==> src/design/pdc_pkg.sv <==
// Shared types and constants of the PID duty controller.
// Used by every module of the block; no dependencies.
package pdc_pkg;

  localparam int unsigned GainFracBitsDef = 24;

  localparam int unsigned SampleW   = 10;
  localparam int unsigned GainW     = 32;
  localparam int unsigned GateW     = 13;
  localparam int unsigned LimitW    = 20;
  localparam int unsigned DutyW     = 8;
  localparam int unsigned ErrW      = 12;
  localparam int unsigned SumW      = 32;
  localparam int unsigned PropW     = GainW + 1 + ErrW;
  localparam int unsigned IntegW    = GainW + 1 + SumW;
  localparam int unsigned TotalW    = IntegW + 2;
  localparam int unsigned CfgAddrW  = 3;
  localparam int unsigned CfgDataW  = 32;
  localparam int unsigned InDataW   = 16;
  localparam int unsigned OutDataW  = 8;
  localparam int unsigned OutUserW  = 2;

  localparam logic [SampleW-1:0] SetpointRst = 10'd767;
  localparam logic [GainW-1:0]   PropRst     = 32'd3;
  localparam logic [GainW-1:0]   IntegRst    = 32'd411720;
  localparam logic [GainW-1:0]   DerivRst    = 32'd0;
  localparam logic [GateW-1:0]   GateRst     = 13'd5013;
  localparam logic [LimitW-1:0]  LimitRst    = 20'd4604;
  localparam logic [DutyW-1:0]   DutyMinRst  = 8'd57;
  localparam logic [DutyW-1:0]   DutyMaxRst  = 8'd122;

  typedef enum logic [CfgAddrW-1:0] {
    REG_SETPOINT = 3'd0,
    REG_PROP     = 3'd1,
    REG_INTEG    = 3'd2,
    REG_DERIV    = 3'd3,
    REG_GATE     = 3'd4,
    REG_LIMIT    = 3'd5,
    REG_DUTY_MIN = 3'd6,
    REG_DUTY_MAX = 3'd7
  } cfg_reg_t;

  typedef struct packed {
    logic [SampleW-1:0] setpoint_code;
    logic [GainW-1:0]   prop_gain;
    logic [GainW-1:0]   integ_gain;
    logic [GainW-1:0]   deriv_gain;
    logic [GateW-1:0]   error_gate;
    logic [LimitW-1:0]  integral_limit;
    logic [DutyW-1:0]   duty_min;
    logic [DutyW-1:0]   duty_max;
  } cfg_t;

  typedef struct packed {
    logic signed [ErrW-1:0] err;
    logic signed [ErrW-1:0] diff;
    logic signed [SumW-1:0] integ;
    logic                   gated;
  } err_word_t;

  typedef struct packed {
    logic signed [PropW-1:0]  prop;
    logic signed [PropW-1:0]  deriv;
    logic signed [IntegW-1:0] integ;
    logic                     gated;
  } prod_word_t;

endpackage

==> src/design/pdc_output_stage.sv <==
// Output stages: term sum, then scaling toward zero and window clamp
// into the result register. Depends on pdc_pkg.
module pdc_output_stage #(
  parameter int unsigned GAIN_FRAC_BITS = pdc_pkg::GainFracBitsDef
) (
  input  logic                          clk,
  input  logic                          rst,
  input  pdc_pkg::cfg_t                 cfg,
  input  logic                          in_valid,
  output logic                          in_ready,
  input  pdc_pkg::prod_word_t           in_word,
  output logic                          out_valid,
  input  logic                          out_ready,
  output logic [pdc_pkg::DutyW-1:0]     duty,
  output logic                          gated,
  output logic                          clamped
);
  import pdc_pkg::*;

  localparam logic [TotalW-1:0] RoundBias = (TotalW'(1) << GAIN_FRAC_BITS) - TotalW'(1);

  logic signed [TotalW-1:0] total;
  logic signed [TotalW-1:0] total_next;
  logic                     total_gated;
  logic                     total_valid;
  logic                     total_ready;
  logic                     accept;
  logic                     total_take;
  logic signed [TotalW-1:0] biased;
  logic signed [TotalW-1:0] raw;
  logic signed [TotalW-1:0] lo_wide;
  logic signed [TotalW-1:0] hi_wide;
  logic [DutyW-1:0]         duty_next;
  logic                     clamped_next;

  assign total_ready = !out_valid || out_ready;
  assign in_ready    = !total_valid || total_ready;
  assign accept      = in_valid && in_ready;
  assign total_take  = total_valid && total_ready;

  always_comb begin
    total_next = TotalW'(in_word.prop) + TotalW'(in_word.deriv) + TotalW'(in_word.integ);
  end

  always_comb begin
    biased  = total[TotalW-1] ? total + $signed(RoundBias) : total;
    raw     = biased >>> GAIN_FRAC_BITS;
    lo_wide = $signed({{(TotalW-DutyW){1'b0}}, cfg.duty_min});
    hi_wide = $signed({{(TotalW-DutyW){1'b0}}, cfg.duty_max});
    if (raw > hi_wide) begin
      duty_next    = cfg.duty_max;
      clamped_next = 1'b1;
    end else if (raw < lo_wide) begin
      duty_next    = cfg.duty_min;
      clamped_next = 1'b1;
    end else begin
      duty_next    = raw[DutyW-1:0];
      clamped_next = 1'b0;
    end
  end

  always_ff @(posedge clk) begin
    if (rst) begin
      total_valid <= 1'b0;
      out_valid   <= 1'b0;
    end else begin
      if (in_ready) begin
        total_valid <= in_valid;
      end
      if (total_ready) begin
        out_valid <= total_valid;
      end
    end
  end

  always_ff @(posedge clk) begin
    if (accept) begin
      total       <= total_next;
      total_gated <= in_word.gated;
    end
    if (total_take) begin
      duty    <= duty_next;
      gated   <= total_gated;
      clamped <= clamped_next;
    end
  end

endmodule

==> config.mk <==
export PLATFORM = sky130hd
export DESIGN_NAME = pdc_output_stage
export DESIGN_NICKNAME = d
export VERILOG_FILES = /design/src/design/pdc_pkg.sv /design/src/design/pdc_output_stage.sv
export SDC_FILE = /design/constraint.sdc
export NUM_CORES = 1
export LEC_CHECK = 0
export BUFFER_PORTS_ARGS = -buffer_cell sky130_fd_sc_hd__buf_2
export CORE_MARGIN = 4
export CORE_UTILIZATION = 47
export DETAILED_ROUTE_END_ITERATION = 12
export PLACE_DENSITY = 0.79
export SETUP_SLACK_MARGIN = 0.02
export SYNTH_ARGS = -nofsm -noshare
export SYNTH_HDL_FRONTEND = slang
export SYNTH_SLANG_ARGS = --single-unit
==> constraint.sdc <==
create_clock -name clk -period 3.9 [get_ports clk]
set_input_delay 0.195 -clock clk [delete_from_list [all_inputs] [get_ports clk]]
set_output_delay 0.195 -clock clk [all_outputs]
set_load 0.02 [all_outputs]
=== After elaboration in Yosys (flattened, before gate mapping) ===
Index checks and enable logic that the tools add are counted.

* Output and inout bits: 12
* Register bits: 80
* Word-level logic and storage cells: 22

* $add $sub $neg: 3
* Reductions and logical operators: 6
* Order comparisons: 2
* Muxes and demuxes: 4

{| class="wikitable"
|+ Operator list
! operator !! count
|-
| 67-bit by 25-bit adder with 67-bit output, second input constant || 1
|-
| 67-bit two-way mux || 1
|-
| 46-bit by 65-bit adder with 66-bit output || 1
|-
| 45-bit by 45-bit adder with 46-bit output || 1
|-
| 43-bit by 9-bit greater-than comparator with 1-bit output || 1
|-
| 43-bit by 9-bit < comparator with 1-bit output || 1
|-
| 8-bit two-way mux || 2
|-
| 1-bit logical AND || 2
|-
| 1-bit zero test || 2
|-
| 1-bit logical OR || 2
|-
| 1-bit two-way mux || 1
|}

=== Longest topological paths before layout ===
* Word-level depth: 5
* Depth in mapped cells: 20
* Mapped depth without buffers: 18

=== Worst setup path after synthesis ===
OpenSTA, ideal clock, no wires.

* Path kind: register -> register
* From: register total[11]
* To: register duty[4] (netlist name), data pin
* Setup time: 0.259 ns
* Required time: 3.641 ns
* Stages on the path, launching flop included: 21
* Path slack: -0.283 ns
* Arrival: 3.924 ns
* Path buffers: 2
* Clock period less this slack: 4.183 ns
* Cells stage by stage: edfxtp_1 > nor4_1 > nand4_1 > nor2_2 > nor2b_1 > clkbuf_1 > nand2_1 > xor2_1 > inv_1 > ha_1 > nor2b_1 > o21a_1 > o21a_1 > o21a_1 > o21ai_0 > and4_1 > nand4_1 > nor4_4 > buf_4 > o22ai_1 > a211o_1

* Longest elaborated chain between the ends: 5
* Elaborated cells on any way between the ends: 6
* Classes of those cells: add/sub: 1; order compare: 2; mux: 3

{| class="wikitable"
|+ Ends and longest elaborated chain
! what !! RTL line !! text
|-
| start: declaration || pdc_output_stage.sv:22 || <nowiki>logic signed [TotalW-1:0] total;</nowiki>
|-
| start signal: assignment || pdc_output_stage.sv:78 || <nowiki>total <= total_next;</nowiki>
|-
| 67-bit by 25-bit adder with 67-bit output (*) || pdc_output_stage.sv:46 || <nowiki>biased = total[TotalW-1] ? total + $signed(RoundBias) : total;</nowiki>
|-
| 67-bit two-way mux (*) || pdc_output_stage.sv:46 ||
|-
| 43-bit by 9-bit < comparator with 1-bit output || pdc_output_stage.sv:53 || <nowiki>end else if (raw < lo_wide) begin</nowiki>
|-
| 8-bit two-way mux || pdc_output_stage.sv:53 ||
|-
| 8-bit two-way mux (*) || pdc_output_stage.sv:50 || <nowiki>if (raw > hi_wide) begin</nowiki>
|-
| net duty_next[4] || pdc_output_stage.sv:33 || <nowiki>logic [DutyW-1:0] duty_next;</nowiki>
|-
| end signal: assignment || pdc_output_stage.sv:82 || <nowiki>duty <= duty_next;</nowiki>
|-
| end: declaration || pdc_output_stage.sv:14 || <nowiki>output logic [pdc_pkg::DutyW-1:0] duty,</nowiki>
|}

Mark *: on every way through the listed nets, which the timed path passes. The rest lies on a longest branch.
A chain may end at the register's enable or synchronous reset.

=== Worst setup path after layout ===
* From: register total[22]
* To: register duty[7] (netlist name), data pin

Same word-level chain as after synthesis.

==> reports/metrics.yaml <==
logic_synthesis:
  netlist_area_um2: 9150
  synth-edff-count: 77
  synth_top_area_share_pct: 25.3
  syn_area_per_cell_um2: 9.42
  synth_warnings: 0
  synth_cell_type_count: 66
  synth_top_area_cell: "edfxtp_1"
  synth_fp_nets: 1432
  synthTopCellsByArea: "edfxtp_1 25%, fa_1 14%, ha_1 11%, a21oi_1 5.2%, xnor2_1 4.4%"
  yosysSeqAreaShare_pct: 25.7
  async_flop_share_pct: 0
  syn-instance-count: 972
  synth.ff_latch_count: 79
  synth_top_flop_cell: "edfxtp_1"
critical_path:
  crit_type: "reg2reg"
  critPathArrivalTime_ps: 4130
  reg2reg_slack_ps: -140
  crit_chain: "nor4_2 > buf_4 > nand4_1 > nor2_4 > nor2b_4 > nand2_2 > xor2_2 > inv_2 > ha_4 > nor2b_4 > o21a_1 > o21a_1 > o21a_1 > o21ai_1 > and4_1 > nand4_1 > nor4_4 > buf_4 > clkbuf_16 > o22ai_1 > a311o_1"
  path_buf_inv: 4
  path_delay_family: "simple AND/OR/NAND/NOR gates"
  timing.rr.start: "total[22]"
  r2r-end: "duty[7]"
  cp_max_fo: 6
  crit_path_max_incr_delay_ps: 390
  startpoint_type: "flip-flop"
  cp_slowest_cell: "edfxtp_1"
  reg2reg_depth: 21
  worstPathRequired_ps: 3990
  cp-end-kind: "flip-flop"
  cpMostUsedCell: "o21a_1"
die:
  fp-row-count: 50
  initial_utilization_pct: 48.3
  die_w_um: 148
  die_y_um: 148
  core_area_um2: 19000
  pin_count: 327
  dieArea_um2: 21800
sta:
  clock_skew_ps: 9.13
  layout_min_cycle_time_ps: 4040
  hold_ws_ps: 23.8
  period_share_pct: 104
  fin_ws_ps: -137
  relSlewSlack_pct: 46.7
  final_max_slew_viol_count: 0
  grt_setup_unrepaired: "yes"
  setup_viol: 8
  hold_viol: 0
  fmax_mhz: 248
  max_slew.worst_pin.slew_ps: 798
min_path:
  min_from: "rst"
  min_to: "total_valid"
  whs_path_depth: 2
  hp-class: "in2reg"
route:
  antenna_left: 0
  drc: 0
  vias_per_cell: 5.57
  totalWireLength_um: 25300
  drtIter0Drc: 499
  num_vias: 8319
  drt_pass1_iterations: 5
  wl_per_cell_um: 16.9
finish:
  final_util_pct: 61.1
  stdcell_area_um2: 11600
  final_cell_mix: "187 x buf_2, 94 x buf_4, 93 x a21oi_1, 77 x edfxtp_1, 74 x ha_1"
  final_common_cell: "buf_2"
  fillers: 1573
  syn_to_final_growth_pct: 26.5
  drive_above_1_share_pct: 28.8
  nets: 1686
clock_network:
  path_clk_slew_ps: 70
  cts.sinks: 79
  cts_made_buffers: 9
  cts_max_path_buffers: 2
  cts_tree: "yes"
  htree_levels: 3
  clock_latency_ps: 340
  cts_root_buf: "clkbuf_16"
  holdBufCountCts: 0
placed_design:
  io_buffers: 187
  routabilityCongestion: 0.928
  hpwl_um: 21000
  dpl_cell_area_um2: 11000
  place_ws_ps: -210
grt:
  grt_pass1_wl_um: 39600
  first_global_vias: 8088
  grt-ovfl-total: 0
  antenna_found_initial: 0
  groute.usage.overall_pct: 22.2
  grt_max_degree: 48
power:
  power-per-cell-area_nw_per_um2: 428
  vdd_ir_drop_max_mv: 0.216
  power_w: 0.00495
  leakage_nw: 5.05
run:
  cap_viol_max_count: 0
outcome:
  outcome: "finished, violations left"
  violations: "negative setup slack"
==> worst max path at each step <==
stage,from,endpoint,slack (ps),depth (start not counted)
3_3_place_gp,total[22],duty[0],-160,20
4_1_cts,total[4],duty[1],-110,20
6_report,total[22],duty[7],-140,21
2_1_floorplan,total[2],duty[4],30,20
3_5_place_dp,total[22],duty[5],-210,20
5_1_grt,total[4],duty[5],-330,21
==> routing by layer <==
metal	global-route usage (%)	part of all wire, %	up-vias
met1	32.9	47	3877
met4	3.49	1.2	0
met5	0	0	-
met3	3.22	6.2	27
li1	-	-	4113
met2	35.3	45	302
==> power breakdown <==
group | internal (W) | switching, W | total, W
Sequential | 0.00126 | 0.000160 | 0.00142
Clock | 0.000502 | 0.000356 | 0.000858
Combinational | 0.00124 | 0.00144 | 0.00268
Total | 0.00300 | 0.00195 | 0.00495
==> synthesized netlist by cell type, types with 4 or more instances <==
library cell / n
nor2b_1: 12
o211ai_1: 10
a31oi_1: 6
o2111ai_1: 4
o21bai_1: 12
nand2_1: 76
mux2i_1: 6
xnor2_1: 46
nor4b_1: 6
nand4_1: 34
and2_1: 9
a311o_1: 6
o31ai_1: 5
a21o_1: 39
and4_1: 6
xor2_1: 29
inv_1: 47
o21ai_0: 46
nor2_1: 55
nand3_1: 22
nand2b_1: 7
o21a_1: 7
nor3_1: 21
nor4_1: 9
a211o_1: 10
a21oi_1: 96
clkbuf_1: 38
a211oi_1: 6
or3_1: 8
edfxtp_1: 77
or2_2: 4
fa_1: 66
ha_1: 79
and3_1: 11
o22ai_1: 10
==> repair_timing <==
action,4_1_cts,5_1_grt
cloned,0,2
endpoints found under the setup margin,8,9
pin swaps,1,6
setup buffers,1,5
gates resized for setup,6,36
==> worst reg2reg max path, delay by kind of cell, from the launching register on <==
kind | cells | cell delay, ps
compound gates | 6 | 940
buf+inv | 4 | 570
xor+xnor | 1 | 190
simple gates | 9 | 1480
flops | 1 | 390
fa+ha+maj | 1 | 220
==> area by class of cell <==
cell class                 count  area (µm²)  area share, %
clock buffer                   9         225           1.94
timing repair buffer         285        1720           14.9
clock inverter                 7        80.1          0.691
inverter                      47         176           1.52
tap                          260         325           2.81
antenna                        2        5.00         0.0432
sequential                    79        2350           20.3
multi-input combinational    804        6700           57.8
==> metrics by stage <==
step,TNS (ps),cells
detailed placement,-1520,1467
global placement,-1170,1467
global route,-2540,1491
CTS,-727,1484
finish,-991,1493
floorplan,0,972
==> cell families after synthesis <==
kind of cell	count (synthesis)	share of synthesized area [%]
and+or+nand+nor	296	17.3
AOI/OAI and AO/OA	281	20.0
adders and majority gates	145	25.2
buffers and inverters	89	3.80
DFF	79	25.7
xor gates and xnor gates	75	7.18
muxes	7	0.779
==> registers in the layout, indices dropped and copies added, names as in the netlist <==
register     flops
total           66
duty             8
clamped          1
gated            1
out_valid        1
total_gated      1
total_valid      1
(Power assumes the default switching activity.)
