==> config.mk <==
export PLATFORM = sky130hd
export DESIGN_NAME = pdc_cfg_regs
export DESIGN_NICKNAME = d
export VERILOG_FILES = /design/src/design/pdc_pkg.sv /design/src/design/pdc_cfg_regs.sv
export SDC_FILE = /design/constraint.sdc
export NUM_CORES = 1
export LEC_CHECK = 0
export BUFFER_PORTS_ARGS = -buffer_cell sky130_fd_sc_hd__clkbuf_2
export CAP_MARGIN = 20
export CORE_MARGIN = 2
export CORE_UTILIZATION = 45
export DETAILED_ROUTE_END_ITERATION = 7
export PLACE_DENSITY = 0.8
export SYNTH_ARGS = -nofsm -noshare
export SYNTH_HDL_FRONTEND = slang
export SYNTH_SLANG_ARGS = --single-unit
==> constraint.sdc <==
create_clock -name clk -period 2.18 [get_ports clk]
set_input_delay 0 -clock clk [delete_from_list [all_inputs] [get_ports clk]]
set_output_delay 0 -clock clk [all_outputs]
set_load 0.03 [all_outputs]
==> src/design/pdc_pkg.sv <==
// Shared types and constants of the PID duty controller.
// Used by every module of the block; no dependencies.
package pdc_pkg;

  localparam int unsigned GainFracBitsDef = 24;

  localparam int unsigned SampleW   = 10;
  localparam int unsigned GainW     = 32;
  localparam int unsigned GateW     = 13;
  localparam int unsigned LimitW    = 20;
  localparam int unsigned DutyW     = 8;
  localparam int unsigned ErrW      = 12;
  localparam int unsigned SumW      = 32;
  localparam int unsigned PropW     = GainW + 1 + ErrW;
  localparam int unsigned IntegW    = GainW + 1 + SumW;
  localparam int unsigned TotalW    = IntegW + 2;
  localparam int unsigned CfgAddrW  = 3;
  localparam int unsigned CfgDataW  = 32;
  localparam int unsigned InDataW   = 16;
  localparam int unsigned OutDataW  = 8;
  localparam int unsigned OutUserW  = 2;

  localparam logic [SampleW-1:0] SetpointRst = 10'd767;
  localparam logic [GainW-1:0]   PropRst     = 32'd3;
  localparam logic [GainW-1:0]   IntegRst    = 32'd411720;
  localparam logic [GainW-1:0]   DerivRst    = 32'd0;
  localparam logic [GateW-1:0]   GateRst     = 13'd5013;
  localparam logic [LimitW-1:0]  LimitRst    = 20'd4604;
  localparam logic [DutyW-1:0]   DutyMinRst  = 8'd57;
  localparam logic [DutyW-1:0]   DutyMaxRst  = 8'd122;

  typedef enum logic [CfgAddrW-1:0] {
    REG_SETPOINT = 3'd0,
    REG_PROP     = 3'd1,
    REG_INTEG    = 3'd2,
    REG_DERIV    = 3'd3,
    REG_GATE     = 3'd4,
    REG_LIMIT    = 3'd5,
    REG_DUTY_MIN = 3'd6,
    REG_DUTY_MAX = 3'd7
  } cfg_reg_t;

  typedef struct packed {
    logic [SampleW-1:0] setpoint_code;
    logic [GainW-1:0]   prop_gain;
    logic [GainW-1:0]   integ_gain;
    logic [GainW-1:0]   deriv_gain;
    logic [GateW-1:0]   error_gate;
    logic [LimitW-1:0]  integral_limit;
    logic [DutyW-1:0]   duty_min;
    logic [DutyW-1:0]   duty_max;
  } cfg_t;

  typedef struct packed {
    logic signed [ErrW-1:0] err;
    logic signed [ErrW-1:0] diff;
    logic signed [SumW-1:0] integ;
    logic                   gated;
  } err_word_t;

  typedef struct packed {
    logic signed [PropW-1:0]  prop;
    logic signed [PropW-1:0]  deriv;
    logic signed [IntegW-1:0] integ;
    logic                     gated;
  } prod_word_t;

endpackage

==> src/design/pdc_cfg_regs.sv <==
// Configuration register bank of the PID duty controller.
// Depends on pdc_pkg.
module pdc_cfg_regs (
  input  logic                            clk,
  input  logic                            rst,
  input  logic                            cfg_we,
  input  logic [pdc_pkg::CfgAddrW-1:0]    cfg_addr,
  input  logic [pdc_pkg::CfgDataW-1:0]    cfg_wdata,
  output pdc_pkg::cfg_t                   cfg
);
  import pdc_pkg::*;

  always_ff @(posedge clk) begin
    if (rst) begin
      cfg.setpoint_code  <= SetpointRst;
      cfg.prop_gain      <= PropRst;
      cfg.integ_gain     <= IntegRst;
      cfg.deriv_gain     <= DerivRst;
      cfg.error_gate     <= GateRst;
      cfg.integral_limit <= LimitRst;
      cfg.duty_min       <= DutyMinRst;
      cfg.duty_max       <= DutyMaxRst;
    end else if (cfg_we) begin
      case (cfg_reg_t'(cfg_addr))
        REG_SETPOINT: cfg.setpoint_code  <= cfg_wdata[SampleW-1:0];
        REG_PROP:     cfg.prop_gain      <= cfg_wdata[GainW-1:0];
        REG_INTEG:    cfg.integ_gain     <= cfg_wdata[GainW-1:0];
        REG_DERIV:    cfg.deriv_gain     <= cfg_wdata[GainW-1:0];
        REG_GATE:     cfg.error_gate     <= cfg_wdata[GateW-1:0];
        REG_LIMIT:    cfg.integral_limit <= cfg_wdata[LimitW-1:0];
        REG_DUTY_MIN: cfg.duty_min       <= cfg_wdata[DutyW-1:0];
        REG_DUTY_MAX: cfg.duty_max       <= cfg_wdata[DutyW-1:0];
        default: ;
      endcase
    end
  end

endmodule

* Word level (Yosys, flattened, before mapping)
Index checks and enable logic that the tools add are counted.
** Storage, ports and cells
- Register bits :: 155
- Bits of input ports :: 38
** Operators by class
- Equality and inequality tests :: 7
- Reduce and logical (&&, ||, !) cells :: 9
** Operator list (count)
- 2-bit AND reduction :: 8
- 3-bit == test, second input constant :: 4
- 3-bit by 2-bit == test with 1-bit output, second input constant :: 2
- 3-bit by 1-bit == test with 1-bit output, second input constant :: 1
- 3-bit logical NOT :: 1

* Logic depth before layout (Yosys ltp)
Gate-level depths: netlist of the first run.
- Depth in word-level cells :: 2
- Depth in mapped cells :: 5
- Mapped depth without buffers :: 2

* Worst setup path after synthesis of the first run
OpenSTA, ideal clock, no wires.
- Kind :: input to register
- Start :: in cfg_addr[2] in the netlist's numbering
- End :: reg cfg[105] in the netlist's numbering
- Library setup time :: 0.072 ns
- Path buffers :: 3
- Stages on the path :: 5
- Slack :: 1.138 ns
- Required time :: 2.108 ns
- Arrival time :: 0.970 ns
- Path through :: buf_2 -> and4bb_2 -> buf_2 -> buf_4 -> mux2i_1
** Between the ends
- Longest elaborated chain between the ends :: 2
** RTL lines
- from (decl) :: RTL line pdc_cfg_regs.sv:7 : input logic [pdc_pkg::CfgAddrW-1:0] cfg_addr,
- 3-bit by 2-bit == test with 1-bit output :: RTL line pdc_cfg_regs.sv:24 : case (cfg_reg_t'(cfg_addr))
- 2-bit AND reduction (no source line)
- to (decl) :: RTL line pdc_cfg_regs.sv:9 : output pdc_pkg::cfg_t cfg
No other way between the ends.
A chain may end at the register's enable or synchronous reset.

* Final worst setup path of the first run
- Start :: in cfg_addr[2] in the netlist's numbering
- End :: reg cfg[96] in the netlist's numbering
Same word-level chain as after synthesis.

==> summary.md, run 1 <==
| Metric | Value |
|---|---|
| Post-route cell area | 8140 sq um |
| Post-Syn Area | 6110 sq um |
| Fmax achieved | 0.909 GHz |
| Die Ht | 121 um |
| Worst min-delay path class | input pin to flip-flop |
| # DRC | 0 |
| Slew Viols, Final | 0 |
| Actual slew at the worst max-slew pin | 886 ps |
| R2r startpoint | cfg[60] |
| Ys flop type | dfxtp_1 |
| Die area | 14,500 sq um |
| Worst skew pair latency | 420 ps |
| Overall routed net length | 16,400 um |
| Top post-synthesis cells by area | dfxtp_1 51%, mux2i_1 25%, nand2b_1 15% |
| Post-Route Setup TNS | 0 ps |
| P per Cell Area | 819 nW/um^2 |
| Adder-cell share of the synthesized area | 0 |
| Worst-path maximum fanout | 17 |
| Worst VDD drop | 0.000499 V |
| Initial antenna violation count | 0 |
| Worst EP required | 2500 ps |
| Clock buffer depth | 2 |
| Number of vias per cell | 4.96 |
| Setup slack, reg-to-reg | 1510 ps |
| H-Tree Depth | 4 |
| Post-DP HPWL | 11,100 um |
| CTS tree | yes |
| Grt ovf | 0 |
| Post-synthesis mux area share | 0.254 |
| Row count | 42 |
| Top reg by flops | cfg |
| Hold EP | cfg[92] |
| Clock Sinks | 155 |
| Post-synthesis xor/xnor area fraction | 0 |
| Max Cap Viol | 0 |
| Worst Reg-to-Reg Cells | 2 |
| Vias in the first global route | 4,933 |
| Clk root buf | clkbuf_16 |
| Async SR Flop Fraction | 0 |
| WHS Path Cells | 3 |
| Worst-path clk slew | 60 ps |
| Final setup vio count | 0 |
| Final Hold Fails | 0 |
| Ys Warns | 0 |
| Post-CTS setup buffer count | 0 |
| GRT Resource Usage Total | 0.228 |
| WS Path Type | input pin to flip-flop |
| WL/cell | 17.0 um |
| Count of unique library cells instantiated by Yosys | 14 |
| Max_slew headroom | 0.409 |
| Fin crit share | 0.504 |
| RSZ-0062 raised after global routing | false |
| ANT cells | 0 |
| Yosys top cell area share | 0.508 |
| I/O pin total | 193 |
| Syn avg cell area | 10.8 sq um |
| Hold path start | rst |
| Die Width | 121 um |
| Power Total | 6.66 mW |
| Floorplan core area | 13,200 sq um |
| Post-synth top area cell | dfxtp_1 |
| Post-synthesis compound-gate area fraction | 0 |
| DR iter-0 viols | 277 |
| #FFs+latches synth | 155 |
| R2R Path End | cfg[60] |
| Status | completed |
| Pre-antenna DRT Iters | 4 |
| Largest family of logic cells by synthesized area | multiplexers |
| Share of cells above drive strength 1 | 0.300 |
| Biggest regs | cfg x155 |
| Worst Clk Skew | 0 ps |
| Max reg flops | 155 |
| GP Congestion | 0.838 |
| DP Area | 7180 sq um |
| First-pass GRT wire length | 25,500 um |
| Initial Utilization | 0.461 |
| Cts bufs inserted | 17 |
| Post-synth top cells | 155 x dfxtp_1, 155 x mux2i_1, 146 x nand2b_1 |
| Largest net degree at the start of global routing | 68 |
| Mapped Cells | 566 |
| Post-synth EDFFs | 0 |
| Leakage power | 4.05 nW |
| Crit path time final | 1100 ps |
| WP data arrival | 1420 ps |
| Via count | 4,783 |
| Port bufs | 192 |
| Net Count, Synth | 604 |
| Seq/Total Area, Yosys | 0.508 |
| Nets | 814 |
| CP Launch Type | input pin |
| Routed Antenna Nets | 0 |
| P&R area growth vs syn | 33.1% |
| CP Capture Type | flip-flop |
| Post-Synth Simple-Gate Area | 0.203 |
-- metrics by stage --
step	cells	setup WS, ps	hold WS [ps]	util
6_report	965	1080	146	0.614
5_1_grt	965	998	177	0.614
4_1_cts	965	1080	125	0.614
3_5_place_dp	901	619	315	0.542
3_3_place_gp	901	733	299	0.542
2_1_floorplan	566	1140	167	-
-- per-layer routing --
metal / track usage / share of wire / up-vias
met5: 0 / 0 / -
met4: 0.104 / 0.023 / 0
met3: 0.0623 / 0.058 / 37
met2: 0.373 / 0.48 / 167
met1: 0.279 / 0.44 / 2290
li1: - / - / 2289
-- cells by family (layout without fill, tap and decap cells) --
family,Yosys count,after routing
and+or+nand+nor,213,213
buffers and inverters,43,266
DFF,155,155
muxes,155,155
-- worst max path at each step --
stage | from | cells past startpoint | to | slack (ps)
floorplan | cfg_addr[2] | 5 | cfg[105] | 1140
CTS | cfg_addr[2] | 3 | cfg[101] | 1080
global placement | cfg_addr[2] | 3 | cfg[101] | 730
detailed placement | cfg_addr[2] | 3 | cfg[96] | 620
global route | cfg_addr[2] | 3 | cfg[94] | 1000
finish | cfg_addr[2] | 3 | cfg[96] | 1080
-- power breakdown --
group	total (mW)	switching (mW)	leakage [nW]	internal, mW
combinational	0.578	0.349	2.49	0.229
clock	3.15	1.15	0.309	2.00
sequential	2.93	0.0378	1.26	2.90
-- layout make-up --
cell class / instances / area (sq um)
clock buffer: 21 / 470
clock inverter: 11 / 164
fill: 1095 / 5110
multi-input combinational: 368 / 2800
sequential: 155 / 3100
tap: 176 / 220
timing repair buffer: 234 / 1380
-- critical path, stage by stage --
cell	delay, ps
clkbuf_2	160
nand4bb_2	860
mux2i_1	390
-- cell usage in the layout, fill, tap and decap left out, types with 3 or more instances in the layout --
| cell type | Yosys | layout |
|---|---|---|
| buf_4 | 5 | 9 |
| bufinv_16 | 0 | 4 |
| clkbuf_16 | 0 | 17 |
| clkbuf_2 | 0 | 191 |
| clkbuf_8 | 0 | 3 |
| clkinv_2 | 0 | 4 |
| dfxtp_1 | 155 | 155 |
| dlygate4sd3_1 | 0 | 32 |
| mux2i_1 | 155 | 155 |
| nand2b_1 | 146 | 146 |
| nand4b_1 | 3 | 3 |
| nor2_1 | 56 | 56 |
-- timing repair --
item	4_1_cts	5_1_grt
hold buffers	32	0
endpoints found under the hold margin	130	0
gates resized for setup	0	0
No activity file was read; power rests on OpenSTA's default activity.
==> run 2, diff against run 1 <==
clock period = 1.12 ns   (was 2.18 ns; I/O delays follow)
==> summary.md, run 2 (same netlist as run 1, synthesis figures left out) <==
| Metric | Value |
|---|---|
| Final non-filler cell total | 978 (was 965) |
| CP Launch Type | flip-flop (was input pin) |
| WS Path Type | flip-flop to output port (was input pin to flip-flop) |
| Worst skew pair latency | 420 ps (about the same) |
| Port bufs | 192 (unchanged) |
| DP Worst Slack | 26.1 ps (was 619 ps) |
| Fin crit share | 0.904 |
| RSZ-0062 raised after global routing | false (unchanged) |
| Status | completed (unchanged) |
| Number of vias per cell | 4.93 (was 4.96) |
| CTS tree | yes (unchanged) |
| Clock Sinks | 155 (unchanged) |
| GP Congestion | 0.851 (was 0.838) |
| P per Cell Area | 1510 nW/um^2 (was 819 nW/um^2) |
| Via count | 4,825 (was 4,783) |
| DR iter-0 viols | 196 (was 277) |
| Post-Route Setup TNS | 0 ps (unchanged) |
| Crit-path cells | clkbuf_2 (was clkbuf_2 -> nand4bb_2 -> mux2i_1) |
| Crit path time final | 1010 ps |
| Worst min-delay path class | input pin to flip-flop (unchanged) |
| # DRC | 0 (unchanged) |
| Crit-path leading delay family | flip-flops (was simple AND/OR/NAND/NOR gates) |
| P&R area growth vs syn | 35.1% (was 33.1%) |
| Initial antenna violation count | 0 (unchanged) |
| Post-DP HPWL | 11,300 um (was 11,100 um) |
| Busiest grt layer | met2 (unchanged) |
| Slew Viols, Final | 0 (unchanged) |
| Die Width | 121 um (unchanged) |
| Floorplan core area | 13,200 sq um (unchanged) |
| Met1 GRT Util | 0.271 (was 0.279) |
| GRT Resource Usage Total | 0.225 (was 0.228) |
| Worst Clk Skew | 0 ps (unchanged) |
| I/O pin total | 193 (unchanged) |
| Grt met2 use | 0.366 (was 0.373) |
| Placed cells | 913 (was 901) |
| Most frequent cells in the layout | 191 x clkbuf_2, 155 x mux2i_1, 155 x dfxtp_1 (unchanged) |
| Actual slew at the worst max-slew pin | 376 ps (was 886 ps) |
| Final core utilization | 0.624 (was 0.614) |
| Met3 GRT Util | 0.0731 (was 0.0623) |
| Top reg by flops | cfg (unchanged) |
| Largest net degree at the start of global routing | 76 (was 68) |
| Max reg flops | 155 (unchanged) |
| Row count | 42 (unchanged) |
| Slowest-stage cell, CP | dfxtp_1 (was nand4bb_2) |
| Cts bufs inserted | 17 (unchanged) |
| Hold-fix buffers, CTS | 33 (was 32) |
| Initial Utilization | 0.461 (unchanged) |
| Leakage power | 4.11 nW (was 4.05 nW) |
| Max Cap Viol | 0 (unchanged) |
| Clk root buf | clkbuf_16 (unchanged) |
| Post-route cell area | 8260 sq um (was 8140 sq um) |
| Max_slew headroom | 0.749 (was 0.409) |
| Die area | 14,500 sq um (unchanged) |
| Worst-path clk slew | 60 ps (about the same) |
| WL/cell | 16.7 um (was 17.0 um) |
| Post-CTS setup buffer count | 0 (unchanged) |
| Overall routed net length | 16,400 um (about the same) |
| Commonest non-fill, non-tap cell in the layout | clkbuf_2 (unchanged) |
| Die Ht | 121 um (unchanged) |
| Vias in the first global route | 4,874 (was 4,933) |
| CP Capture Type | output port (was flip-flop) |
| CP peak stage delay | 360 ps (was 860 ps) |
| Routed Antenna Nets | 0 (unchanged) |
| Worst EP required | 1120 ps (was 2500 ps) |
| Pre-antenna DRT Iters | 4 (unchanged) |
| Grt ovf | 0 (unchanged) |
| First-pass GRT wire length | 25,100 um (was 25,500 um) |
| Share of cells above drive strength 1 | 0.309 (was 0.300) |
| Worst VDD drop | 0.000958 V (was 0.000499 V) |
| Final setup vio count | 0 (unchanged) |
| WP data arrival | 1010 ps (was 1420 ps) |
| H-Tree Depth | 4 (unchanged) |
| Fmax achieved | 0.988 GHz |
| Final Hold Fails | 0 (unchanged) |
| Worst Path Buf+Inv | 1 (unchanged) |
| Biggest regs | cfg x155 (unchanged) |
| Setup slack, reg-to-reg | 400 ps (was 1510 ps) |
| # resized after CTS | 0 (unchanged) |
| Clock buffer depth | 2 (unchanged) |
| Nets | 827 (was 814) |
| ANT cells | 0 (unchanged) |
| Power Total | 12.5 mW (was 6.66 mW) |
| Worst-path maximum fanout | 2 (was 17) |
| DP Area | 7350 sq um (was 7180 sq um) |
| Final hold slack | 10.8 ps (was 146 ps) |
| Worst Slack Setup Final | 108 ps (was 1080 ps) |
-- run 2: cell count changes in the layout (fill, tap and decap cells not counted), sizes merged --
cell / before / now
buf: 11 / 23
bufinv: 4 / 2
clkinv: 4 / 6
clkinvlp: 2 / 3
dlygate4sd3: 32 / 33
inv: 1 / 0
-- run 2: worst reg2reg max path, cell delays in order (launching register included) --
cell and delay, ps:
dfxtp_1 360, nand2b_1 70, mux2i_1 200
-- run 2: layout make-up --
class / count / area, sq um
clock inverter: 11 / 120
fill: 1107 / 4980
tap: 176 / 220
multi-input combinational: 368 / 2800
clock buffer: 21 / 460
sequential: 155 / 3100
timing repair buffer: 247 / 1560
-- run 2: report_power, final --
group	switching, mW	internal (mW)	total, mW
sequential	0.0716	5.64	5.71
clock	2.24	3.38	5.62
combinational	0.691	0.482	1.17
total	3.00	9.50	12.5
-- run 2: final timing paths --
| kind | from | to | cells past startpoint |
|---|---|---|---|
| worst max register to register | cfg[74] | cfg[74] | 2 |
| worst min register to register | cfg[108] | cfg[108] | 2 |
| worst min-delay path | rst | cfg[48] | 3 |
| worst max-delay path | cfg[87] | cfg[87] | 1 |
-- run 2: metal layers --
metal,vias up,wire length [um]
met1,2299,7040
met4,0,500
met5,-,0
met3,42,1030
li1,2317,-
met2,167,7790
