### config.mk
export PLATFORM = sky130hd
export DESIGN_NAME = pdc_error_stage
export DESIGN_NICKNAME = d
export VERILOG_FILES = /design/src/design/pdc_pkg.sv /design/src/design/pdc_error_stage.sv
export SDC_FILE = /design/constraint.sdc
export NUM_CORES = 1
export LEC_CHECK = 0
export BUFFER_PORTS_ARGS = -buffer_cell sky130_fd_sc_hd__buf_2
export CAP_MARGIN = 20
export CORE_ASPECT_RATIO = 0.6
export CORE_MARGIN = 2
export CORE_UTILIZATION = 55
export CTS_CLUSTER_SIZE = 20
export DETAILED_ROUTE_END_ITERATION = 10
export PLACE_DENSITY_LB_ADDON = 0.12
export SYNTH_ARGS = -nofsm -noshare
export SYNTH_HDL_FRONTEND = slang
export SYNTH_SLANG_ARGS = --single-unit
export TNS_END_PERCENT = 100
### constraint.sdc
create_clock -name clk -period 12.3 [get_ports clk]
set_clock_uncertainty 0.1 [all_clocks]
set_input_delay 1.23 -clock clk [delete_from_list [all_inputs] [get_ports clk]]
set_output_delay 1.23 -clock clk [all_outputs]
set_load 0.05 [all_outputs]
### src/design/pdc_pkg.sv
// Shared types and constants of the PID duty controller.
// Used by every module of the block; no dependencies.
package pdc_pkg;

  localparam int unsigned GainFracBitsDef = 24;

  localparam int unsigned SampleW   = 10;
  localparam int unsigned GainW     = 32;
  localparam int unsigned GateW     = 13;
  localparam int unsigned LimitW    = 20;
  localparam int unsigned DutyW     = 8;
  localparam int unsigned ErrW      = 12;
  localparam int unsigned SumW      = 32;
  localparam int unsigned PropW     = GainW + 1 + ErrW;
  localparam int unsigned IntegW    = GainW + 1 + SumW;
  localparam int unsigned TotalW    = IntegW + 2;
  localparam int unsigned CfgAddrW  = 3;
  localparam int unsigned CfgDataW  = 32;
  localparam int unsigned InDataW   = 16;
  localparam int unsigned OutDataW  = 8;
  localparam int unsigned OutUserW  = 2;

  localparam logic [SampleW-1:0] SetpointRst = 10'd767;
  localparam logic [GainW-1:0]   PropRst     = 32'd3;
  localparam logic [GainW-1:0]   IntegRst    = 32'd411720;
  localparam logic [GainW-1:0]   DerivRst    = 32'd0;
  localparam logic [GateW-1:0]   GateRst     = 13'd5013;
  localparam logic [LimitW-1:0]  LimitRst    = 20'd4604;
  localparam logic [DutyW-1:0]   DutyMinRst  = 8'd57;
  localparam logic [DutyW-1:0]   DutyMaxRst  = 8'd122;

  typedef enum logic [CfgAddrW-1:0] {
    REG_SETPOINT = 3'd0,
    REG_PROP     = 3'd1,
    REG_INTEG    = 3'd2,
    REG_DERIV    = 3'd3,
    REG_GATE     = 3'd4,
    REG_LIMIT    = 3'd5,
    REG_DUTY_MIN = 3'd6,
    REG_DUTY_MAX = 3'd7
  } cfg_reg_t;

  typedef struct packed {
    logic [SampleW-1:0] setpoint_code;
    logic [GainW-1:0]   prop_gain;
    logic [GainW-1:0]   integ_gain;
    logic [GainW-1:0]   deriv_gain;
    logic [GateW-1:0]   error_gate;
    logic [LimitW-1:0]  integral_limit;
    logic [DutyW-1:0]   duty_min;
    logic [DutyW-1:0]   duty_max;
  } cfg_t;

  typedef struct packed {
    logic signed [ErrW-1:0] err;
    logic signed [ErrW-1:0] diff;
    logic signed [SumW-1:0] integ;
    logic                   gated;
  } err_word_t;

  typedef struct packed {
    logic signed [PropW-1:0]  prop;
    logic signed [PropW-1:0]  deriv;
    logic signed [IntegW-1:0] integ;
    logic                     gated;
  } prod_word_t;

endpackage

### src/design/pdc_error_stage.sv
// Error stage: error, gate test, clamped integral and error difference.
// Holds the integral and previous error state. Depends on pdc_pkg.
module pdc_error_stage (
  input  logic                          clk,
  input  logic                          rst,
  input  pdc_pkg::cfg_t                 cfg,
  input  logic                          in_valid,
  output logic                          in_ready,
  input  logic [pdc_pkg::SampleW-1:0]   sample,
  output logic                          out_valid,
  input  logic                          out_ready,
  output pdc_pkg::err_word_t            out_word
);
  import pdc_pkg::*;

  logic signed [SumW-1:0] error_sum;
  logic signed [SumW-1:0] error_sum_next;
  logic signed [ErrW-1:0] previous_error;
  logic signed [ErrW-1:0] err_raw;
  logic signed [ErrW-1:0] err_use;
  logic        [ErrW-1:0] err_mag;
  logic                   gated;
  logic signed [SumW:0]   sum_wide;
  logic signed [SumW:0]   limit_wide;
  logic signed [SumW:0]   floor_wide;
  logic signed [ErrW:0]   diff_wide;
  logic                   accept;

  assign in_ready = !out_valid || out_ready;
  assign accept   = in_valid && in_ready;

  always_comb begin
    err_raw    = $signed({2'b00, cfg.setpoint_code}) - $signed({2'b00, sample});
    err_mag    = err_raw[ErrW-1] ? ErrW'(-err_raw) : err_raw;
    gated      = {1'b0, err_mag} > cfg.error_gate;
    err_use    = gated ? '0 : err_raw;
    sum_wide   = {error_sum[SumW-1], error_sum}
               + {{(SumW+1-ErrW){err_use[ErrW-1]}}, err_use};
    limit_wide = $signed({{(SumW+1-LimitW){1'b0}}, cfg.integral_limit});
    floor_wide = $signed({1'b1, 1'b1, {(SumW-1){1'b0}}});
    if (gated) begin
      error_sum_next = error_sum;
    end else if (sum_wide > limit_wide) begin
      error_sum_next = limit_wide[SumW-1:0];
    end else if (sum_wide < floor_wide) begin
      error_sum_next = floor_wide[SumW-1:0];
    end else begin
      error_sum_next = sum_wide[SumW-1:0];
    end
    diff_wide = {err_use[ErrW-1], err_use} - {previous_error[ErrW-1], previous_error};
  end

  always_ff @(posedge clk) begin
    if (rst) begin
      error_sum      <= '0;
      previous_error <= '0;
      out_valid      <= 1'b0;
    end else begin
      if (accept) begin
        error_sum      <= error_sum_next;
        previous_error <= err_use;
      end
      if (in_ready) begin
        out_valid <= in_valid;
      end
    end
  end

  always_ff @(posedge clk) begin
    if (accept) begin
      out_word.err   <= err_use;
      out_word.diff  <= diff_wide[ErrW-1:0];
      out_word.integ <= error_sum_next;
      out_word.gated <= gated;
    end
  end

endmodule

# Word level (Yosys, flattened, before mapping)
# Index checks and enable logic that the tools add are counted.
[totals] regBits=102 in_bits=169 out_inout_bits=59 wordCells=22
[op_classes] add_sub_neg=4 magnitude_cmp=3 muxes=5 n_reduce_logical=3
[op_table] op="$mux W32" count=3
[op_table] op="$add A32 B12 Y33" count=1
[op_table] op="$gt A33 B21 Y1" count=1
[op_table] op="$lt A33 B32 Y1 const B" count=1
[op_table] op="$mux W12" count=2
[op_table] op="$gt A12 B13 Y1" count=1
[op_table] op="$neg A11 Y12" count=1
[op_table] op="$sub A12 B12 Y12" count=1
[op_table] op="$sub A10 B10 Y11" count=1
[op_table] op="$logic_and A1 B1 Y1" count=1
[op_table] op="$logic_not A1 Y1" count=1
[op_table] op="$logic_or A1 B1 Y1" count=1

# Logic depth before layout (Yosys ltp)
[depth] depth_word=10 mapped_depth=50 ltp_nobuf=43

# Least setup slack after synthesis
# No wires, ideal clock.
[synth_path] kind="in2reg" startpoint="input cfg[145] (netlist name)" endpoint="register out_word[12] (netlist name), data pin" setup_time_ns=0.261 arrival_time_ns=10.336 t_required_ns=11.939 setup_slack_ns=1.604 stages=49 path_buffers=7 path_cell_list="inv_1 ha_1 inv_1 fa_1 a21o_1 and3_4 nor3_4 nor2_2 or4_1 nor2_1 nand3_1 nor4_1 ha_1 a211oi_1 o32ai_1 a31o_1 o21bai_2 buf_6 [13 not listed] nand2_1 nor2_1 a31o_2 xnor2_1 inv_1 ha_1 nor2_1 o211ai_1 a21oi_1 o21a_1 o211ai_1 nor4b_1 nor4b_4 a31oi_4 and2_1 buf_6 buf_6 a221o_1"
[synth_via] elab_chain_len=10 elab_cells_between_ends=11
[synth_rtl] item="start, declared" line="pdc_error_stage.sv:6" rtl="input pdc_pkg::cfg_t cfg,"
[synth_rtl] item="$sub A10 B10 Y11 (*)" line="pdc_error_stage.sv:33" rtl="err_raw = $signed({2'b00, cfg.setpoint_code}) - $signed({2'b00, sample});"
[synth_rtl] item="$neg A11 Y12" line="pdc_error_stage.sv:34" rtl="err_mag = err_raw[ErrW-1] ? ErrW'(-err_raw) : err_raw;"
[synth_rtl] item="$mux W12" line="pdc_error_stage.sv:34"
[synth_rtl] item="$gt A12 B13 Y1" line="pdc_error_stage.sv:35" rtl="gated = {1'b0, err_mag} > cfg.error_gate;"
[synth_rtl] item="$mux W12 (*)" line="pdc_error_stage.sv:36" rtl="err_use = gated ? '0 : err_raw;"
[synth_rtl] item="named net err_use[1]" line="pdc_error_stage.sv:20" rtl="logic signed [ErrW-1:0] err_use;"
[synth_rtl] item="$add A32 B12 Y33 (*)" line="pdc_error_stage.sv:38" rtl="+ {{(SumW+1-ErrW){err_use[ErrW-1]}}, err_use};"
[synth_rtl] item="$lt A33 B32 Y1" line="pdc_error_stage.sv:45" rtl="end else if (sum_wide < floor_wide) begin"
[synth_rtl] item="$mux W32" line="pdc_error_stage.sv:45"
[synth_rtl] item="$mux W32 (*)" line="pdc_error_stage.sv:43" rtl="end else if (sum_wide > limit_wide) begin"
[synth_rtl] item="$mux W32 (*)" line="pdc_error_stage.sv:41" rtl="if (gated) begin"
[synth_rtl] item="named net error_sum_next[11]" line="pdc_error_stage.sv:17" rtl="logic signed [SumW-1:0] error_sum_next;"
[synth_rtl] item="end, declared" line="pdc_error_stage.sv:12" rtl="output pdc_pkg::err_word_t out_word"
# The timed path passes the listed nets; every way through them passes the cells marked *.
# A chain may end at the register's enable or synchronous reset.

# Worst setup path in the final report
[layout_path] startpoint="input cfg[145] (netlist name)" endpoint="register out_word[5] (netlist name), data pin"
# Same word-level chain as after synthesis.

==> flow_results.org <==
** Worst setup path
- R2R cell count :: 23
- Class of the most critical setup path :: input pin to register
- Setup slack of the most critical reg-to-reg path :: 5.66 ns
- At the worst endpoint, the arrival time is 11.16 ns.
- Delay of the slowest cell on the worst path :: 0.56 ns
- Worst-path fanout max :: 17
- The worst setup path is launched from an input pin.
- Crit-path slowest cell :: sky130_fd_sc_hd__or4_1
- Worst flop-to-flop path endpoint :: out_word[5]
- For the worst setup path, the data required time is 12.29 ns.
- The startpoint identified for the worst register-to-register timing path is error_sum[0].
- The most critical setup path has its startpoint at cfg[145].
- Endpoint class of the critical path :: register

** Power
- The internal power of the cells totals 0.9834 mW.
- Of the total power, registers draw 0.258.
- Switching power of the nets :: 0.9401 mW
- Power per cell area :: 195.2 nW/um2
- The share of total power dissipated in combinational logic is 0.583.
- Of the total power, the share spent switching nets is 0.4887.
- Clock network power share :: 0.159
- VDD sags by at most 0.00008095 V.
- Final Total Pwr :: 1.923 mW
- For this design the static power due to leakage is 4.137 nW.

** Timing
- The count of pins over their slew limit came to 0.
- RSZ-0062 raised after global routing :: false
- Setup tns final :: 0 ns
- The hold violation total from the final report was 0.
- At the pin with the least slew margin, the transition time is 1.041 ns.
- Period Utilization, post-route :: 0.9078
- Setup violations remaining at the end of the flow were counted as 0.
- Measured against its own limit, the worst slew margin works out to 0.2997.
- Final worst-path setup slack :: 1.133 ns
- The smallest clock period supported by the final layout is computed as 11.17 ns.
- Max Fclk :: 89.55 MHz

** Logic synthesis
- Combined area of all synthesized cells :: 8936 um2
- Of the total synthesized cell area, the portion taken by XOR and XNOR cells is 0.07127.
- Of the post-synthesis cell area, the part taken by muxes is 0.01162.
- Number of enable flip-flop cells after synthesis :: 56
- Counting flops with an async set or reset pin after synthesis yields a share of 0.
- Post-synthesis compound-gate area fraction :: 0.2453
- Synthesis handed over a netlist of 1062 instances.
- Yosys warns :: 0
- Yosys mapped the design onto 103 distinct sky130hd cell types.
- Part of the Yosys area used for sequential elements :: 0.2868
- Of the total synthesized cell area, the portion taken by full adders, half adders and majority gates is 0.09983.
- Of the total synthesized cell area, the portion taken by AND, OR, NAND and NOR gates is 0.2151.
- After synthesis, the largest family of logic cells by area is compound AO/OA/AOI/OAI gates.
- Mean area per synthesized cell :: 8.414 um2
- Post-Syn Nets :: 1290
- In the synthesized netlist the dominant register cell turns out to be sky130_fd_sc_hd__edfxtp_1.
- Synthesized flop and latch total :: 100

** Floorplan
- The die covers 17320 um2.
- Placeable core area :: 16080 um2
- In this run the core area contains 36 standard-cell rows.
- Chip height :: 102.7 um
- DIE WIDTH :: 168.6 um
- For this configuration, the core starts out at a cell density of 0.5557.
- Top-level port count :: 228

** Finish
- Fraction of layout cells with a size suffix above 1 :: 0.1753
- Counting the fill cells in the layout gives 1401.
- In the layout the commonest cells are 115 x sky130_fd_sc_hd__buf_2, 92 x sky130_fd_sc_hd__nand2_1, 73 x sky130_fd_sc_hd__nor2_1, 71 x sky130_fd_sc_hd__inv_1, 62 x sky130_fd_sc_hd__a21oi_1.
- The net count of the finished layout is 1358.
- Most common cell after layout, fill and taps aside :: sky130_fd_sc_hd__buf_2
- Summing all non-filler instances in the final layout gives an area of 9856 um2.
- Growth of design area from synthesis to finish :: 10.29%
- Non-Filler Instances :: 1344
- Number of inserted diodes :: 0

** Route
- Post-detailed-route DRC marker count :: 0
- Violation count after the first detailed-routing iteration :: 1235
- Total length of routed wires :: 26550 um
- Before antenna repair, the detailed router went through 6 iterations.
- After detailed routing, the number of vias per cell comes to 6.348.
- Number of vias in the routed layout :: 8532
- Dividing the detail-routed wire length by the instance count gives 19.76 um.
- Final ANT Viol Nets :: 0

** Global route
- The number of global-route vias before repair was 7287.
- Residual overflow from global routing :: 0
- The number of antenna violations at the first check in global routing is 0.
- Overall global routing resource usage :: 0.3046
- The first global-routing pass estimated 40950 um of wire.
- Pin count of the biggest net entering global routing :: 77

** Clocking
- Clock buffer count from CTS :: 9
- Clock-pin slew was measured on the worst setup and hold paths at 0.07 ns.
- Counting along the longest clock path gives a buffer depth of 2.
- The number of setup buffers added after CTS is 0.
- CTS built an H-tree with a depth of 3.
- In this run, post-CTS hold repair placed 0 buffers.
- Source-to-sink clock delay at the later pin of the worst-skew pair :: 0.35 ns
- TritonCTS built the clock tree.
- Gates resized, CTS repair :: 0
- Buffer cell driving the clock tree root :: sky130_fd_sc_hd__clkbuf_16
- Count of clock tree sinks :: 100

** Worst hold path
- The worst hold path begins at previous_error[8].
- Endpoint of the worst hold-timing path :: previous_error[8]
- Type of the worst min-delay path :: register to register
- The worst hold path passes through 2 cells.

** Outcome
- Outcome :: completed

** Place
- Post-detailed-placement cell area :: 9544 um2
- At the end of routability-driven placement, the weighted congestion stood at 1.053.
- Number of instances in the placed design :: 1328
- OpenSTA, run right after detailed placement, puts the worst setup slack at 0.9663 ns.
- Once detailed placement completed, the half-perimeter wirelength came to 19990 um.
- The count of buffers added on input and output ports is 115.

** Flow run
- Max-cap violation count :: 0
[final cells by class]
class	instances	area (um2)	share of cell area
multi-input cells	816	5762	0.5846
flip-flops and latches	100	2562	0.2600
repair buffers	129	680.7	0.06906
inverters	74	277.8	0.02818
well taps	209	261.5	0.02653
clock buffers	10	229.0	0.02323
clock inverters	6	82.58	0.008379
[metal layers]
layer | global-route usage | share of wire | vias to the layer above
li1 | - | - | 4051
met2 | 0.3871 | 0.36 | 573
met1 | 0.5033 | 0.49 | 3883
met3 | 0.07409 | 0.14 | 25
met5 | 0 | 0 | -
met4 | 0.05305 | 0.011 | 0
[power by group through the flow]
stage / clock network [mW] / registers, mW / logic, mW
2_1_floorplan: 0 / 0.598 / 0.736
3_3_place_gp: 0 / 0.499 / 1.07
3_5_place_dp: 0 / 0.501 / 1.09
4_1_cts: 0.307 / 0.493 / 1.09
5_1_grt: 0.320 / 0.504 / 1.21
6_report: 0.306 / 0.496 / 1.12
[worst max-delay path by stage]
stage / to / slack, ns / cells after the start
floorplan: out_word[12] / 1.60 / 49
global placement: out_word[9] / 1.12 / 43
detailed placement: out_word[9] / 0.97 / 43
CTS: out_word[9] / 1.29 / 42
global route: out_word[5] / 0.52 / 43
finish: out_word[5] / 1.13 / 43
[synthesized netlist by cell type, types with 9 or more instances]
cell | n | share of area
sky130_fd_sc_hd__clkbuf_1 | 43 | 0.018
sky130_fd_sc_hd__ha_1 | 56 | 0.078
sky130_fd_sc_hd__or3_1 | 13 | 0.0091
sky130_fd_sc_hd__dfxtp_1 | 44 | 0.099
sky130_fd_sc_hd__a221o_1 | 32 | 0.036
sky130_fd_sc_hd__o21a_1 | 9 | 0.0076
sky130_fd_sc_hd__o21ai_1 | 14 | 0.0078
sky130_fd_sc_hd__inv_1 | 72 | 0.030
sky130_fd_sc_hd__o21ai_0 | 37 | 0.021
sky130_fd_sc_hd__maj3_1 | 12 | 0.013
sky130_fd_sc_hd__and3_1 | 25 | 0.018
sky130_fd_sc_hd__xor2_1 | 15 | 0.015
sky130_fd_sc_hd__a31oi_1 | 9 | 0.0063
sky130_fd_sc_hd__nor2_1 | 73 | 0.031
sky130_fd_sc_hd__and2_1 | 13 | 0.0091
sky130_fd_sc_hd__nand2_1 | 92 | 0.039
sky130_fd_sc_hd__xnor2_1 | 54 | 0.053
sky130_fd_sc_hd__edfxtp_1 | 56 | 0.19
sky130_fd_sc_hd__buf_2 | 9 | 0.0050
sky130_fd_sc_hd__nand2b_1 | 12 | 0.0084
sky130_fd_sc_hd__a21o_1 | 16 | 0.013
sky130_fd_sc_hd__a21oi_1 | 62 | 0.035
sky130_fd_sc_hd__nor3_1 | 44 | 0.025
sky130_fd_sc_hd__nand4_1 | 18 | 0.013
sky130_fd_sc_hd__o22ai_1 | 11 | 0.0077
sky130_fd_sc_hd__nand3_1 | 28 | 0.016
sky130_fd_sc_hd__buf_1 | 10 | 0.0042
sky130_fd_sc_hd__o211ai_1 | 11 | 0.0092
sky130_fd_sc_hd__nor4_1 | 12 | 0.0084
[kinds of logic (layout without fill, tap and decap cells)]
kind of cell / Yosys count / count (layout)
xor gates and xnor gates: 71 / 71
buffers and inverters: 146 / 219
muxes: 9 / 9
and+or+nand+nor: 372 / 372
DFF: 100 / 100
AOI/OAI and AO/OA: 291 / 291
other: 1 / 1
adders and majority gates: 72 / 72
[critical path: cells and delay by family]
kind	cells	cell delay [ns]
AO/OA/AOI/OAI	13	3.01
adder cells (fa/ha/maj)	7	2.32
AND/OR/NAND/NOR	16	3.70
buffers and inverters	5	0.37
XOR/XNOR	2	0.48
[per-stage QoR]
step	utilization	hold WS (ns)
2_1_floorplan	-	0.3363
3_3_place_gp	0.5935	0.3425
3_5_place_dp	0.5935	0.3474
4_1_cts	0.6129	0.3583
5_1_grt	0.6129	0.3746
6_report	0.6129	0.3608
[sequential cells by signal (all words and copies together), names as in the netlist]
| name | flops |
|---|---|
| out_word | 56 |
| error_sum | 32 |
| previous_error | 11 |
| out_valid | 1 |
(Power assumes the default switching activity.)
